===== src/cau_pkg.sv =====
// ----------------------------------------------------------------------------
// cau_pkg
// operation codes and control word shared by the complex arithmetic unit
// ----------------------------------------------------------------------------
package cau_pkg;

    localparam int KIND_BITS = 3;

    typedef logic [KIND_BITS-1:0] t_kind;

    localparam t_kind KIND_ADD   = 3'd0;
    localparam t_kind KIND_SUB   = 3'd1;
    localparam t_kind KIND_MUL   = 3'd2;
    localparam t_kind KIND_SCALE = 3'd3;
    localparam t_kind KIND_CDIV  = 3'd4;
    localparam t_kind KIND_RDIV  = 3'd5;
    localparam t_kind KIND_MAG   = 3'd6;

    // control that travels with each word down the pipeline
    typedef struct packed {
        t_kind kind;
        logic  div_zero;
        logic  neg_re;
        logic  neg_im;
        logic  ovf_re;
        logic  ovf_im;
    } t_ctrl;

endpackage


===== src/cau_back.sv =====
// ----------------------------------------------------------------------------
// cau_back
// sign, saturation and result selection, one register stage
// ----------------------------------------------------------------------------
module cau_back #(
    parameter int WORD_BITS = 32
) (
    input  logic                          i_clk,
    input  logic                          i_en,
    input  cau_pkg::t_ctrl                i_ctrl,
    input  logic signed [2*WORD_BITS:0]   i_val_re,
    input  logic signed [2*WORD_BITS:0]   i_val_im,
    input  logic [WORD_BITS-1:0]          i_q_re,
    input  logic [WORD_BITS-1:0]          i_q_im,
    output logic signed [WORD_BITS-1:0]   o_re,
    output logic signed [WORD_BITS-1:0]   o_im,
    output logic                          o_div_zero,
    output logic                          o_overflow
);
    localparam int W  = WORD_BITS;
    localparam int VW = 2*WORD_BITS+1;

    localparam logic signed [VW-1:0] VMAX = {{(VW-W+1){1'b0}}, {(W-1){1'b1}}};
    localparam logic signed [VW-1:0] VMIN = {{(VW-W+1){1'b1}}, {(W-1){1'b0}}};
    localparam logic [W-1:0]         WMAX = {1'b0, {(W-1){1'b1}}};
    localparam logic [W-1:0]         WMIN = {1'b1, {(W-1){1'b0}}};

    function automatic logic [W:0] sat_val(input logic signed [VW-1:0] v);
        logic [W:0] res;
        if (v > VMAX)      res = {1'b1, WMAX};
        else if (v < VMIN) res = {1'b1, WMIN};
        else               res = {1'b0, v[W-1:0]};
        return res;
    endfunction

    // quotient magnitude to signed word, clamped at the range ends
    function automatic logic [W:0] div_val(input logic [W-1:0] q, input logic neg,
                                           input logic pre_ovf);
        logic [W:0] res;
        if (pre_ovf || (neg ? (q > WMIN) : q[W-1]))
            res = {1'b1, (neg ? WMIN : WMAX)};
        else
            res = {1'b0, (neg ? (-q) : q)};
        return res;
    endfunction

    logic [W:0] n_re, n_im;
    logic       n_dz;

    always_comb begin
        n_re = '0;
        n_im = '0;
        n_dz = 1'b0;
        case (i_ctrl.kind)
            cau_pkg::KIND_ADD, cau_pkg::KIND_SUB, cau_pkg::KIND_MUL,
            cau_pkg::KIND_SCALE: begin
                n_re = sat_val(i_val_re);
                n_im = sat_val(i_val_im);
            end
            cau_pkg::KIND_CDIV, cau_pkg::KIND_RDIV: begin
                if (i_ctrl.div_zero) begin
                    n_dz = 1'b1;
                end else begin
                    n_re = div_val(i_q_re, i_ctrl.neg_re, i_ctrl.ovf_re);
                    n_im = div_val(i_q_im, i_ctrl.neg_im, i_ctrl.ovf_im);
                end
            end
            cau_pkg::KIND_MAG: begin
                n_re = i_q_re[W-1] ? {1'b1, WMAX} : {1'b0, i_q_re};
            end
            default: begin
                n_dz = 1'b0;
            end
        endcase
    end

    always_ff @(posedge i_clk) begin
        if (i_en) begin
            o_re       <= n_re[W-1:0];
            o_im       <= n_im[W-1:0];
            o_div_zero <= n_dz;
            o_overflow <= n_re[W] | n_im[W];
        end
    end

endmodule

===== config.mk =====
export PLATFORM = sky130hd
export DESIGN_NAME = cau_back
export DESIGN_NICKNAME = d
export VERILOG_FILES = /design/src/cau_pkg.sv /design/src/cau_back.sv
export SDC_FILE = /design/constraint.sdc
export NUM_CORES = 1
export LEC_CHECK = 0
export ABC_AREA = 0
export BUFFER_PORTS_ARGS = -buffer_cell sky130_fd_sc_hd__buf_2
export CORE_UTILIZATION = 40
export CTS_CLUSTER_SIZE = 8
export DETAILED_ROUTE_END_ITERATION = 10
export PLACE_DENSITY = 0.69
export SETUP_SLACK_MARGIN = 0.4
export SLEW_MARGIN = 20
export SYNTH_ARGS = -nofsm -noshare
export SYNTH_HDL_FRONTEND = slang
export SYNTH_SLANG_ARGS = --single-unit

===== constraint.sdc =====
create_clock -name i_clk -period 3.7 [get_ports i_clk]
set_input_delay 0.555 -clock i_clk [delete_from_list [all_inputs] [get_ports i_clk]]
set_output_delay 0.555 -clock i_clk [all_outputs]
set_load 0.02 [all_outputs]

==> key figures <==
Detailed routing
  – Initial DRC Count: 580
  – DR pass1 iterations: 6
  – Wirelength per Cell: around 20 um
  – DR vias: about 7200
  – DRC: 0
  – Routed wire length: between 20 and 25 mm
  – Via density: 6.23
  – ANT nets after route: 0

Critical path
  – Slowest CP cell: o31ai_1
  – CP max stage delay: 510 ps
  – Worst EP required: between 3000 and 4000 ps
  – CP endpoint kind: flip-flop
  – WP data arrival: between 3000 and 4000 ps
  – Worst setup SP type: input port
  – Cells along the critical path: buf_2 > inv_1 > ha_1 > or3b_1 > or2_1 > or3_1 > o31ai_1 > a21oi_1 > o221ai_1
  – Crit Path Class: in -> reg
  – CP Max Fanout: 8

Logic synthesis
  – Cell variety after synth: 75
  – Synth Area in Compound Gates: about 28%
  – Share of the synthesized area in the top cell type: between 30% and 40%
  – Simple-gate share of the synthesized area: between 20 and 30%
  – Average cell area after synthesis: just over 8 um^2
  – Multiplexer share of the synthesized area: 2.44%
  – Largest family of logic cells by synthesized area: simple AND/OR/NAND/NOR gates
  – Seq/Total Area, Yosys: between 30% and 40%
  – Post-Synth Adder-Cell Area: less than 1%
  – Top FF cell, synth: edfxtp_1
  – XOR/XNOR Fraction of Synth Area: between 2 and 2.5%
  – Async set or reset register ratio after synthesis: 0%
  – Syn Std Cell Area: roughly 6000 um^2
  – Synthesized instance count: between 700 and 800
  – Post-synth top area cell: edfxtp_1
  – Synthesized flop and latch total: 66
  – Ys Warns: 0
  – Syn_nets: ~930
  – Area contributors post-synth: edfxtp_1, o21ai_0, nand4_1
  – Number of flops mapped to enable cells by yosys: 66

Clock tree
  – TritonCTS Buffers: 9
  – Hold buffer count at cts: 0
  – CTS Sinks: 66
  – H-tree depth: 3
  – CTS tree: done
  – Post-CTS Setup Bufs: 0
  – Clock buffer depth: 2
  – CTS clk-pin slew, worst paths: 60 ps
  – Root buf cell: clkbuf_16
  – Post_cts resized: 0

Placement
  – I/O Buffers: 269
  – Gpl congestion: a little over 0.9
  – Worst slack at placement: between 500 and 600 ps
  – Hpwl dp: ~17 mm

Cells and area
  – Area delta synth->final: 30.6%
  – Seq. cell area: 1980 um^2
  – ANT cells: 0
  – Post-route core utilization: around 55%
  – Multi-input combinational cell area: between 3000 and 4000 um^2
  – Nets: 1177
  – Share of cells above drive strength 1: around 34%
  – Layout filler cell count: between 1000 and 1500
  – Most common cell after layout, fill and taps aside: buf_2
  – Commonest non-fill, non-tap cells in the layout: buf_2, o21ai_0, edfxtp_1

Pwr
  – Power Density: between 300 and 400 nW/um^2
  – Int Pwr: around 0.0017 W
  – Register share of total power: 38.6%
  – Switching share of power: approximately 31%
  – Leak: about 3.0 nW
  – Clock group share of total power: between 30 and 40%
  – NetSw: approximately 0.00076 W
  – Max VDD drop: 0.200 mV
  – Combinational share of power: between 20% and 30%

STA
  – Hold Vio Cnt, Final: 0
  – Final Setup Violations: 0
  – Final Worst Setup Slack: 860 ps
  – Worst slew pin tran: approximately 850 ps
  – Post-route setup TNS: 0 ps
  – Rel. slew slack: between 40 and 50%
  – Tmin final: ~2800 ps
  – Final Cycle Share: between 70% and 80%
  – Fmax: around 350 MHz
  – RSZ-0062 raised after global routing: false
  – Max Slew Vio Count: 0

Floorplanning
  – Site Rows: 43
  – I/O Pins: 270
  – Total core area: 14100 um^2
  – Die area: 15200 um^2
  – Starting Density: 41.8%
  – Die height: 123 um
  – Die width: approximately 120 um

Global routing
  – Largest net degree at the start of global routing: between 40 and 50
  – Initial antenna violation count: 0
  – Vias in the first global route: around 6700
  – GRT Util Overall: between 20% and 30%
  – Global-route wire length before repair: about 35 mm
  – Global route overflow: 0

Job
  – Max-cap violations: 0

Hold path
  – Hold/Removal Path Class: in -> reg
  – Worst hold path depth: 2
  – WHS Endpoint: o_re[24]
  – Min-delay src: i_val_re[24]

Run status
  – Status: finished, final reports clean
==> kinds of logic after synthesis <==
logic type	after synthesis
adders and majority gates	2
muxes	14
and+or+nand+nor	309
xor gates and xnor gates	14
buffers and inverters	64
DFF	66
AOI/OAI and AO/OA	253
==> layout make-up <==
| cell class | instances | area share (%) |
|---|---|---|
| multi-input combinational | 592 | 47.6 |
| sequential | 66 | 25.8 |
| inverter | 13 | 0.635 |
| timing repair buffer | 289 | 19.5 |
| clock buffer | 10 | 2.98 |
| clock inverter | 5 | 0.602 |
| tap | 180 | 2.93 |
==> layer usage <==
layer  wire [um]  GRT usage [%]  part of all wire, %  vias up
met4         606           12.5                  2.7        0
met2       10500           46.9                   46      417
li1            -              -                    -     3379
met1        9370           38.7                   41     3356
met5           0              0                    0        -
met3        2220           7.01                  9.8       44
==> power groups by stage <==
| stage | clock (W) | sequential, W | combinational (W) |
|---|---|---|---|
| CTS | 0.000835 | 0.000937 | 0.000656 |
| global route | 0.000865 | 0.000942 | 0.000718 |
| floorplan | 0 | 0.00105 | 0.000232 |
| finish | 0.000828 | 0.000936 | 0.000664 |
| detailed placement | 0 | 0.000951 | 0.000653 |
| global placement | 0 | 0.000949 | 0.000649 |
==> critical path, delay by kind of cell <==
family	cells	cell delay (ps)
and+or+nand+nor	3	1290
AOI/OAI and AO/OA	3	800
adders and majority gates	1	190
buffers and inverters	2	180
==> worst max-delay path by stage <==
stage,slack (ps),start,end,cells past startpoint
2_1_floorplan,860,i_q_im[0],o_im[24],11
3_3_place_gp,640,i_q_im[0],o_im[6],9
3_5_place_dp,580,i_q_re[26],o_re[28],7
4_1_cts,930,i_q_re[0],o_re[28],9
5_1_grt,720,i_q_im[0],o_im[8],9
6_report,860,i_q_im[0],o_im[8],9
==> per-stage QoR <==
| stage | cell area [um^2] | instances | total power [W] | hold slack (ps) |
|---|---|---|---|---|
| after floorplan | 5890 | 722 | 0.00128 | 667 |
| final | 7690 | 1155 | 0.00243 | 511 |
| after global routing | 7690 | 1155 | 0.00253 | 524 |
| after CTS | 7690 | 1155 | 0.00243 | 512 |
| after global placement | 7410 | 1140 | 0.00160 | 865 |
| after detailed placement | 7410 | 1140 | 0.00160 | 864 |
==> registers in the layout, summed over array words and instances, names as in the netlist <==
signal,count
o_im,32
o_div_zero,1
o_re,32
o_overflow,1
==> cells in the mapped netlist (all sizes together), types with 10 or more instances <==
master,n
mux2i,11
nor4,34
edfxtp,66
o211ai,13
or3,17
nor3,24
o21ai,77
nor2,56
a31oi,11
o22ai,13
clkbuf,43
nand3,22
a21oi,42
nand2,56
inv,12
nor2b,10
nand4,37
or4,14
Note: power is estimated with default switching activity, not from simulation.
