<file path="config.mk">
export PLATFORM = sky130hd
export DESIGN_NAME = cau_step
export DESIGN_NICKNAME = d
export VERILOG_FILES = /design/src/cau_pkg.sv /design/src/cau_step.sv
export SDC_FILE = /design/constraint.sdc
export NUM_CORES = 1
export LEC_CHECK = 0
export BUFFER_PORTS_ARGS = -buffer_cell sky130_fd_sc_hd__buf_2
export CORE_AREA = 3 3 378 380
export DETAILED_ROUTE_END_ITERATION = 7
export DIE_AREA = 0 0 381 383
export HOLD_SLACK_MARGIN = 0.15
export MAX_ROUTING_LAYER = met4
export PLACE_DENSITY = 0.36
export SYNTH_ARGS = -nofsm -noshare
export SYNTH_HDL_FRONTEND = slang
export SYNTH_SLANG_ARGS = --single-unit
export TNS_END_PERCENT = 5
</file>
<file path="constraint.sdc">
create_clock -name i_clk -period 3.9 [get_ports i_clk]
set_clock_uncertainty 0.1 [all_clocks]
set_input_delay 0 -clock i_clk [delete_from_list [all_inputs] [get_ports i_clk]]
set_output_delay 0 -clock i_clk [all_outputs]
set_load 0.01 [all_outputs]
</file>
<file path="src/cau_pkg.sv">
// ----------------------------------------------------------------------------
// cau_pkg
// operation codes and control word shared by the complex arithmetic unit
// ----------------------------------------------------------------------------
package cau_pkg;

    localparam int KIND_BITS = 3;

    typedef logic [KIND_BITS-1:0] t_kind;

    localparam t_kind KIND_ADD   = 3'd0;
    localparam t_kind KIND_SUB   = 3'd1;
    localparam t_kind KIND_MUL   = 3'd2;
    localparam t_kind KIND_SCALE = 3'd3;
    localparam t_kind KIND_CDIV  = 3'd4;
    localparam t_kind KIND_RDIV  = 3'd5;
    localparam t_kind KIND_MAG   = 3'd6;

    // control that travels with each word down the pipeline
    typedef struct packed {
        t_kind kind;
        logic  div_zero;
        logic  neg_re;
        logic  neg_im;
        logic  ovf_re;
        logic  ovf_im;
    } t_ctrl;

endpackage

</file>
<file path="src/cau_step.sv">
// ----------------------------------------------------------------------------
// cau_step
// one quotient or root bit per stage by compare and subtract
// ----------------------------------------------------------------------------
module cau_step #(
    parameter int WORD_BITS = 32,
    parameter int FRAC_BITS = 16,
    parameter int BIT_IDX   = 0
) (
    input  logic                                 i_clk,
    input  logic                                 i_en,
    input  cau_pkg::t_ctrl                       i_ctrl,
    input  logic signed [2*WORD_BITS:0]          i_val_re,
    input  logic signed [2*WORD_BITS:0]          i_val_im,
    input  logic [3*WORD_BITS+FRAC_BITS-1:0]     i_rem_re,
    input  logic [3*WORD_BITS+FRAC_BITS-1:0]     i_rem_im,
    input  logic [2*WORD_BITS-1:0]               i_den,
    input  logic [WORD_BITS-1:0]                 i_q_re,
    input  logic [WORD_BITS-1:0]                 i_q_im,
    output cau_pkg::t_ctrl                       o_ctrl,
    output logic signed [2*WORD_BITS:0]          o_val_re,
    output logic signed [2*WORD_BITS:0]          o_val_im,
    output logic [3*WORD_BITS+FRAC_BITS-1:0]     o_rem_re,
    output logic [3*WORD_BITS+FRAC_BITS-1:0]     o_rem_im,
    output logic [2*WORD_BITS-1:0]               o_den,
    output logic [WORD_BITS-1:0]                 o_q_re,
    output logic [WORD_BITS-1:0]                 o_q_im
);
    localparam int SW = 3*WORD_BITS+FRAC_BITS;

    logic [SW-1:0]        n_t_re, n_t_im, n_rem_re, n_rem_im;
    logic [WORD_BITS-1:0] n_q_re, n_q_im;
    logic                 n_ge_re, n_ge_im;

    // root trial: 2*root*2^i + 4^i, divider trial: den*2^i
    always_comb begin
        n_t_re = (i_ctrl.kind == cau_pkg::KIND_MAG) ?
                 ((SW'(i_q_re) << (BIT_IDX+1)) | (SW'(1) << (2*BIT_IDX))) :
                 (SW'(i_den) << BIT_IDX);
        n_t_im   = SW'(i_den) << BIT_IDX;
        n_ge_re  = i_rem_re >= n_t_re;
        n_ge_im  = i_rem_im >= n_t_im;
        n_rem_re = n_ge_re ? (i_rem_re - n_t_re) : i_rem_re;
        n_rem_im = n_ge_im ? (i_rem_im - n_t_im) : i_rem_im;
        n_q_re   = i_q_re;
        n_q_im   = i_q_im;
        n_q_re[BIT_IDX] = n_ge_re;
        n_q_im[BIT_IDX] = n_ge_im;
    end

    always_ff @(posedge i_clk) begin
        if (i_en) begin
            o_ctrl   <= i_ctrl;
            o_val_re <= i_val_re;
            o_val_im <= i_val_im;
            o_rem_re <= n_rem_re;
            o_rem_im <= n_rem_im;
            o_den    <= i_den;
            o_q_re   <= n_q_re;
            o_q_im   <= n_q_im;
        end
    end

endmodule

</file>
==> flow_summary.json, run 1 <==
{
  "status": "finished, final reports clean",
  "top_level_ports": 982,
  "wl_per_cell_um": 25.2,
  "ys.flop_type": "edfxtp_1",
  "maxSlewViolCount": 0,
  "use_met1_pct": 27.4,
  "min_period_over_period_pct": 98.1,
  "grt.total_usage_pct": 23.7,
  "crit_arrival_ps": 4140,
  "final_antenna_net_count": 0,
  "clock_path_buffers": 3,
  "max_cap_violations": 0,
  "htreeDepth": 3,
  "multi_input_comb_area_mm2": 0.0125,
  "leakage_nw": 20.9,
  "cts_root_buf": "clkbuf_16",
  "synth.distinct_cells": 77,
  "relSlewSlack_pct": 26.5,
  "ys_seq_area_share_pct": 52.5,
  "synth-seq-cells": 490,
  "cp.required_ps": 4220,
  "dpl.hpwl_um": 141000,
  "drive_above_1_share_pct": 30.9,
  "synthCells": 2659,
  "finalHoldViolCount": 0,
  "yosysTopAreaCellShare_pct": 52.5,
  "utilization_pct": 35.7,
  "num_vias": 30900,
  "cp_slowest_stage_delay_ps": 560,
  "grtUsageMet2_pct": 41.5,
  "netlist_area_mm2": 0.0280,
  "place_congestion": 0.936,
  "drtIter0Drc": 1858,
  "avgViaCountPerCell": 4.49,
  "drtPass1Iterations": 5,
  "die_x_um": 381,
  "fin_crit_ps": 3820,
  "worstSetupPathType": "in2reg",
  "ir_drop_uv": 249,
  "synth-edff-count": 490,
  "startpoint_type": "input pin",
  "synth.largest_area_cell": "edfxtp_1",
  "holdCritPathClass": "in2reg",
  "yosysMostFrequentCell": "edfxtp_1",
  "syn_area_per_cell_um2": 10.5,
  "grt_max_degree": 81,
  "yosys-top-cells-area": "edfxtp_1 52%, ha_1 5.9%, a21oi_1 4.3%",
  "coreArea_mm2": 0.140,
  "die_y_um": 383,
  "clk_pin_slew_ps": 60,
  "timing.hold.ws_ps": 161,
  "regArea_mm2": 0.0147,
  "top_usage_layer": "met2",
  "crit_top_cell": "buf_4",
  "area_delta_synth_final_pct": 77.5,
  "yosysWarnings": 0,
  "grt_use_met3_pct": 4.47,
  "fmax_mhz": 261,
  "ys_top_cells_by_count": "490 x edfxtp_1, 287 x nand2_1, 239 x a21oi_1",
  "pre_cts_ws_ps": -361,
  "grt-ovfl-total": 0,
  "cts_buffers": 69,
  "numClockSinks": 490,
  "fin_ws_ps": 75.4,
  "fillers": 14500,
  "portBuffers": 980,
  "antenna_found_initial": 26,
  "wirelength_um": 173000,
  "grt_pass1_wl_um": 242000,
  "grt_pass1_vias": 32300,
  "start_util_pct": 20.1,
  "synthArstFlopShare_pct": 0,
  "nNetsFinal": 5554,
  "num_rows": 137,
  "cts_tree": "yes",
  "path_max_fanout": 8,
  "die_area_mm2": 0.146,
  "drc_errors": 0,
  "power_density_mw_per_mm2": 370,
  "rsz0062_at_grt": "yes",
  "end_kind": "register",
  "syn_nets": 3286,
  "crit_chain": "dlygate4sd3_1 > buf_2 > inv_1 > ha_1 > buf_4 > nand4_1 > nor4_1 > nand4b_1 > buf_4 > o211ai_4 > a211oi_4 > buf_4 > or2_2 > a211o_1 > xnor2_1 > dlygate4sd3_1",
  "crit_slowest_cell": "dlygate4sd3_1",
  "report.final.setup_viol": 0,
  "tightest_slew_ps": 1090
}
[worst max-delay path, delay by kind of cell]
kind | cells | cell delay (ps)
fa+ha+maj | 1 | 300
compound gates | 3 | 530
simple gates | 4 | 1180
buf+inv | 7 | 1990
xor+xnor | 1 | 130
[layout by cell type (no fill, tap or decap), types with 24 or more instances in the layout]
| cell | Yosys | routed |
|---|---|---|
| ha_1 | 133 | 132 |
| a21oi_1 | 239 | 236 |
| nor3_1 | 75 | 75 |
| a211oi_1 | 28 | 27 |
| dlygate4sd3_1 | 0 | 918 |
| buf_4 | 6 | 387 |
| nand4_1 | 84 | 84 |
| diode_2 | 0 | 24 |
| o21bai_1 | 40 | 38 |
| xor2_1 | 95 | 95 |
| nor4_1 | 52 | 51 |
| a21o_1 | 38 | 38 |
| xnor2_1 | 114 | 114 |
| nand2b_1 | 27 | 27 |
| mux2i_1 | 35 | 35 |
| nand2_1 | 287 | 286 |
| o21ai_0 | 171 | 169 |
| inv_1 | 109 | 109 |
| nor2_1 | 201 | 200 |
| or3_1 | 28 | 28 |
| buf_2 | 28 | 973 |
| nand3_1 | 42 | 42 |
| edfxtp_1 | 490 | 490 |
| clkbuf_16 | 0 | 70 |
[final timing paths]
| kind | startpoint | cells after the start | end |
|---|---|---|---|
| worst max-delay path | i_den[7] | 16 | o_rem_im[97] |
| worst min-delay path | i_den[34] | 5 | o_rem_re[34] |
[what timing repair did]
action | 4_1_cts | 5_1_grt
setup endpoints to repair | 0 | 132
hold buffers | 916 | 3
resized for setup | 0 | 29
buffers inserted | 0 | 2
hold endpoints to repair | 762 | 3
[stage by stage]
step	power, mW	TNS (ps)	std cells	area [um2]
after floorplan	8.58	-22.0	2659	28000
after global placement	11.3	-15800	5812	38100
after detailed placement	11.2	-24360	5812	38100
after CTS	18.7	0	6855	49600
after global routing	19.3	-59.9	6878	49800
final	18.4	0	6883	49800
[report_power, final]
group / internal (mW) / switching (mW) / total (mW)
combinational: 2.37 / 2.86 / 5.23
sequential: 6.49 / 0.233 / 6.72
clock: 3.76 / 2.71 / 6.47
total: 12.6 / 5.80 / 18.4
[sequential cells by signal, indices dropped and copies added (netlist names)]
signal and flops:
o_q_im 32, o_val_im 65, o_q_re 32, o_rem_re 112
o_ctrl 8, o_val_re 65, o_rem_im 112, o_den 64
[per-layer routing]
metal	routed length [um]	share of wire [%]	vias to the layer above
li1	-	-	14600
met1	70700	41	15100
met2	87500	50	999
met3	9930	5.7	185
met4	5310	3.1	0
met5	0	0	-
[cell type report]
cell class | instances | area share (%)
Clock buffer | 87 | 3.65
Antenna cell | 24 | 0.121
Sequential cell | 490 | 29.6
Clock inverter | 40 | 0.955
Inverter | 111 | 0.840
Tap cell | 1876 | 4.72
Multi-Input combinational cell | 1951 | 25.2
Timing Repair Buffer | 2304 | 35.0
[cells by family (layout without fill, tap and decap cells)]
logic type | Yosys count | count (layout) | share of synthesized area, %
AOI/OAI and AO/OA | 664 | 664 | 14.5
xor gates and xnor gates | 209 | 209 | 6.53
adders and majority gates | 135 | 135 | 6.08
buffers and inverters | 218 | 2542 | 3.15
DFF | 490 | 490 | 52.5
muxes | 40 | 40 | 1.45
other | 0 | 24 | 0
and+or+nand+nor | 903 | 903 | 15.8
(Power assumes the default switching activity.)
==> inputs of run 2 (changes only) <==
CORE_AREA = 3 3 381 383   (was 3 3 378 380)
DIE_AREA = 0 0 384 386   (was 0 0 381 383)
PLACE_DENSITY = 0.34   (was 0.36)
clock period = 4 ns   (was 3.9 ns; I/O delays follow)
==> run 2 against run 1 <==
Compared with the run above:
- sequential share of layout area is essentially flat
- sequential cell count unchanged
- final cell count rose by 0.19%
- clock power fell by 2%
- largest power group unchanged
- highest routed layer unchanged
- largest cell class unchanged
- critical path depth rose by 1
==> flow_summary.json, run 2 (synthesis results as in run 1) <==
{
  "crit_slowest_cell": "dlygate4sd3_1",
  "max_cap_violations": 0,
  "crit_arrival_ps": 4260,
  "crit_chain": "dlygate4sd3_1 > buf_2 > clkinvlp_4 > ha_2 > o21ai_0 > o211ai_1 > a211oi_1 > o211ai_1 > buf_4 > a31o_2 > a211oi_4 > buf_6 > buf_4 > and3b_1 > o211a_1 > xor2_1 > dlygate4sd3_1",
  "pre_cts_ws_ps": -436,
  "final_antenna_net_count": 0,
  "fin_crit_ps": 3940,
  "fmax_mhz": 254,
  "num_vias": 30800,
  "clk_pin_slew_ps": 60,
  "fillers": 14700,
  "cp_slowest_stage_delay_ps": 550,
  "drive_above_1_share_pct": 30.3,
  "cp.required_ps": 4310,
  "grt_pass1_vias": 32100,
  "final_common_cell": "buf_2",
  "dp_cells": 5800,
  "critPathBufInv": 7,
  "cts_root_buf": "clkbuf_16",
  "hp-start": "i_den[34]",
  "holdCritPathClass": "in2reg",
  "rsz0062_at_grt": "yes",
  "die_x_um": 384,
  "wirelength_um": 176000,
  "coreArea_mm2": 0.142,
  "grt-ovfl-total": 0,
  "dpl.hpwl_um": 142000,
  "grt_pass1_wl_um": 241000,
  "grt.total_usage_pct": 23.4,
  "drc_errors": 0,
  "portBuffers": 980,
  "tightest_slew_ps": 1030,
  "leakage_nw": 20.8,
  "nNetsFinal": 5561,
  "top_level_ports": 982,
  "whs_endpoint": "o_rem_im[34]",
  "report.final.setup_viol": 0,
  "min_period_over_period_pct": 98.5,
  "reg.largest.list": "o_rem_im x112, o_rem_re x112",
  "startpoint_type": "input pin",
  "final_cells": 6896,
  "grt_max_degree": 87,
  "num_rows": 138,
  "wl_per_cell_um": 25.6,
  "min_path_cells": 5,
  "worstSetupPathType": "in2reg",
  "power_density_mw_per_mm2": 361,
  "cts_tree": "yes",
  "maxSlewViolCount": 0,
  "clock_path_buffers": 3,
  "relSlewSlack_pct": 31.1,
  "end_kind": "register",
  "start_util_pct": 19.8,
  "ir_drop_uv": 266,
  "path_max_fanout": 10,
  "numClockSinks": 490,
  "fin_ws_ps": 58.2,
  "area_delta_synth_final_pct": 77.5,
  "htreeDepth": 3,
  "drtPass1Iterations": 5,
  "place_congestion": 0.917,
  "path_delay_family": "buffers and inverters",
  "finalHoldViolCount": 0,
  "avgViaCountPerCell": 4.47,
  "p_total_mw": 18.0,
  "setup_tns_ps": 0,
  "timing.hold.ws_ps": 164,
  "final_cell_mix": "978 x buf_2, 949 x dlygate4sd3_1, 490 x edfxtp_1",
  "cts_buffers": 68,
  "drtIter0Drc": 1736,
  "die_area_mm2": 0.148,
  "utilization_pct": 35.1,
  "die_y_um": 386,
  "antenna_found_initial": 30,
  "placed_area_mm2": 0.0378,
  "fin_area_mm2": 0.0498,
  "status": "finished, final reports clean"
}
[run 2: cell count changes in the layout (fill, tap and decap cells not counted), moves of 3 or more]
cell,delta
buf_12,-9
buf_2,+5
buf_4,-17
inv_6,-5
ha_2,+4
ha_1,-4
dlygate4sd3_1,+31
clkbuf_1,-3
clkbuf_4,-4
[run 2: worst max-delay path by stage]
| stage | start | to | slack (ps) | cells after the start |
|---|---|---|---|---|
| finish | i_den[10] | o_rem_im[109] | 60 | 17 |
| global route | i_rem_im[34] | o_rem_im[66] | -20 | 16 |
| CTS | i_rem_im[34] | o_rem_im[74] | 5 | 15 |
| detailed placement | i_ctrl[5] | o_rem_re[92] | -440 | 18 |
| global placement | i_ctrl[5] | o_rem_re[92] | -520 | 18 |
| floorplan | i_ctrl[5] | o_rem_re[67] | 90 | 14 |
[run 2: worst min-delay path: stages]
cell     delay [ps]
buf_2           190
inv_1            90
ha_2            210
xnor2_1         140
o21ai_0         110
[run 2: timing repair]
| item | 4_1_cts | 5_1_grt |
|---|---|---|
| buffers inserted | 0 | 4 |
| resized for setup | 0 | 22 |
| hold buffers | 949 | 1 |
| setup endpoints to repair | 0 | 65 |
| endpoints found under the hold margin | 757 | 1 |
[run 2: area by class of cell]
type                            count  area (um2)  share of cell area, %
Timing Repair Buffer             2312       17500                   35.1
Clock buffer                       83        1780                   3.57
Antenna cell                       23        57.6                  0.116
Tap cell                         1890        2360                   4.75
Sequential cell                   490       14700                   29.6
Inverter                          111         422                  0.847
Multi-Input combinational cell   1951       12500                   25.1
Clock inverter                     36         470                  0.945
[run 2: routing by layer]
layer	vias up	track usage, %	share of wire, %	wire, um
met5	-	-	0	0
met4	0	6.75	3.0	5240
met3	204	4.35	5.7	10000
met2	1055	41.2	51	89200
met1	15000	27.1	41	71900
li1	14600	-	-	-
[run 2: where the power goes]
group	leakage, nW	internal [mW]	switching (mW)
clock	1.07	3.71	2.60
combinational	14.9	2.31	2.81
sequential	4.80	6.33	0.224
==> inputs of run 3 (changes only) <==
--- a/config.mk
+++ b/config.mk
@@ -13,3 +13,2 @@
 export MAX_ROUTING_LAYER = met4
-export PLACE_DENSITY = 0.34
 export SYNTH_ARGS = -nofsm -noshare
==> constraint.sdc (replaced) <==
create_clock -name i_clk -period 4 [get_ports i_clk]
set_clock_uncertainty 0.1 [all_clocks]
set_input_delay 1.2 -clock i_clk [delete_from_list [all_inputs] [get_ports i_clk]]
set_output_delay 1.2 -clock i_clk [all_outputs]
set_load 0.01 [all_outputs]
==> run 3 against run 2 <==
Compared with the run above:
- the run now ends with setup timing left
- total power shrank 3.8%
- sequential share of layout area grew 2.3 points
- via count shrank 2.4%
- highest routed layer unchanged
- critical endpoint is now o_rem_re[108]
- combinational power is essentially flat
- core utilization shrank 2.5 points
- critical path depth grew 3
- first-iteration DRC count grew 22%
- sequential cell count is the same
- worst hold slack gained 430 ps
- count of clock-buffer cells in the layout shrank 13
==> flow_summary.json, run 3 (synthesis results as in run 1) <==
{
  "cts_buffers": 60,
  "fin_area_mm2": 0.0462,
  "die_y_um": 386,
  "worstSetupPathType": "in2reg",
  "fin_crit_ps": 4530,
  "ir_drop_uv": 344,
  "path_max_fanout": 8,
  "dp_cells": 6402,
  "wl_per_cell_um": 26.1,
  "coreArea_mm2": 0.142,
  "dpl.hpwl_um": 146000,
  "num_vias": 30100,
  "start_util_pct": 19.8,
  "antenna_found_initial": 70,
  "status": "complete, but fails checks",
  "grt.total_usage_pct": 22.7,
  "fin_ws_ps": -535,
  "grt_pass1_vias": 30000,
  "finalHoldViolCount": 0,
  "fmax_mhz": 221,
  "final_cell_mix": "971 x buf_2, 967 x buf_4, 490 x edfxtp_1",
  "die_x_um": 384,
  "cts_root_buf": "clkbuf_16",
  "grt_pass1_wl_um": 230000,
  "drive_above_1_share_pct": 48.8,
  "drtIter0Drc": 2119,
  "end_kind": "register",
  "violations": "setup timing",
  "clock_path_buffers": 3,
  "tightest_slew_ps": 739,
  "reg.largest.list": "o_rem_im x112, o_rem_re x112",
  "crit_end": "o_rem_re[108]",
  "report.final.setup_viol": 124,
  "final_antenna_net_count": 0,
  "rsz0062_at_grt": "yes",
  "nNetsFinal": 5235,
  "wirelength_um": 172000,
  "leakage_nw": 20.1,
  "power_density_mw_per_mm2": 375,
  "portBuffers": 980,
  "final_cells": 6588,
  "grt_max_degree": 86,
  "num_rows": 138,
  "startpoint_type": "input pin",
  "drc_errors": 0,
  "cts_tree": "yes",
  "crit_arrival_ps": 4860,
  "cp.required_ps": 4330,
  "utilization_pct": 32.6,
  "place_congestion": 0.978,
  "startpoint": "i_ctrl[5]",
  "min_period_over_period_pct": 113,
  "final_common_cell": "buf_2",
  "hold_buffers": 0,
  "clk_pin_slew_ps": 70,
  "drtPass1Iterations": 5,
  "p_total_mw": 17.3,
  "die_area_mm2": 0.148,
  "area_delta_synth_final_pct": 64.7,
  "fillers": 14700,
  "maxSlewViolCount": 0,
  "placed_area_mm2": 0.0425,
  "setup_tns_ps": -41240,
  "holdCritPathClass": "in2reg",
  "relSlewSlack_pct": 50.4,
  "grt-ovfl-total": 0,
  "numClockSinks": 490,
  "top_level_ports": 982,
  "htreeDepth": 2,
  "avgViaCountPerCell": 4.57,
  "max_cap_violations": 0
}
[run 3: cell types whose count changed in the layout (fill, tap and decap cells not counted), moves of 16 or more]
cell,before,now
buf_4,370,967
o21ai_0,171,155
ha_4,0,23
a21oi_1,237,220
dlygate4sd3_1,949,0
nand2_1,286,269
ha_1,128,108
diode_2,23,40
buf_6,1,18
[run 3: cell type report]
| class | count | area [um2] | area share, % |
|---|---|---|---|
| clock inverter | 42 | 415 | 0.899 |
| multi-input combinational | 1951 | 13600 | 29.5 |
| sequential | 490 | 14700 | 31.9 |
| clock buffer | 70 | 1540 | 3.33 |
| antenna | 40 | 100 | 0.217 |
| timing repair buffer | 1994 | 13000 | 28.2 |
| inverter | 111 | 420 | 0.910 |
| tap | 1890 | 2360 | 5.12 |
[run 3: power by group]
group,internal (mW),switching (mW),total (mW)
Combinational,2.25,2.88,5.13
Clock,3.15,2.45,5.60
Sequential,6.33,0.239,6.57
Total,11.7,5.57,17.3
[run 3: timing repair]
action	CTS	global route
resized for setup	164	89
buffers inserted	23	10
setup endpoints to repair	203	200
cloned	6	0
pin swaps	60	35
[run 3: metal layers]
layer / GRT usage [%] / wire [um]
met2: 38.2 / 83600
met5: - / 0
met4: 7.25 / 6100
met1: 26.4 / 67800
met3: 6.10 / 14600
[run 3: through the flow]
step | hold WS (ps) | setup slack [ps]
final | 593 | -535
after global routing | 551 | -630
after global placement | 1280 | -1720
after detailed placement | 1280 | -1780
after floorplan | 1200 | -390
after CTS | 527 | -449
[run 3: worst min-delay path by stage]
stage                            start      endpoint  slack, ps  depth (start not counted)
after floorplan              i_ctrl[0]     o_ctrl[0]       1200                          0
after global placement    i_val_im[11]  o_val_im[11]       1280                          1
after detailed placement  i_val_im[30]  o_val_im[30]       1280                          1
after CTS                 i_val_im[28]  o_val_im[28]        530                          1
after global routing        i_q_im[10]    o_q_im[10]        550                          1
final                       i_q_im[14]    o_q_im[14]        590                          1
[run 3: worst max-delay path: stages]
cell	delay (ps)
buf_8	100
nand3b_1	160
buf_6	140
buf_12	160
buf_4	170
mux2i_4	190
ha_1	300
buf_4	150
o21ai_1	90
a221oi_2	330
buf_4	180
inv_2	40
a311oi_4	340
nor4b_2	110
and2_4	200
buf_12	130
buf_8	120
nor3_4	340
nand4b_1	200
xnor2_1	180
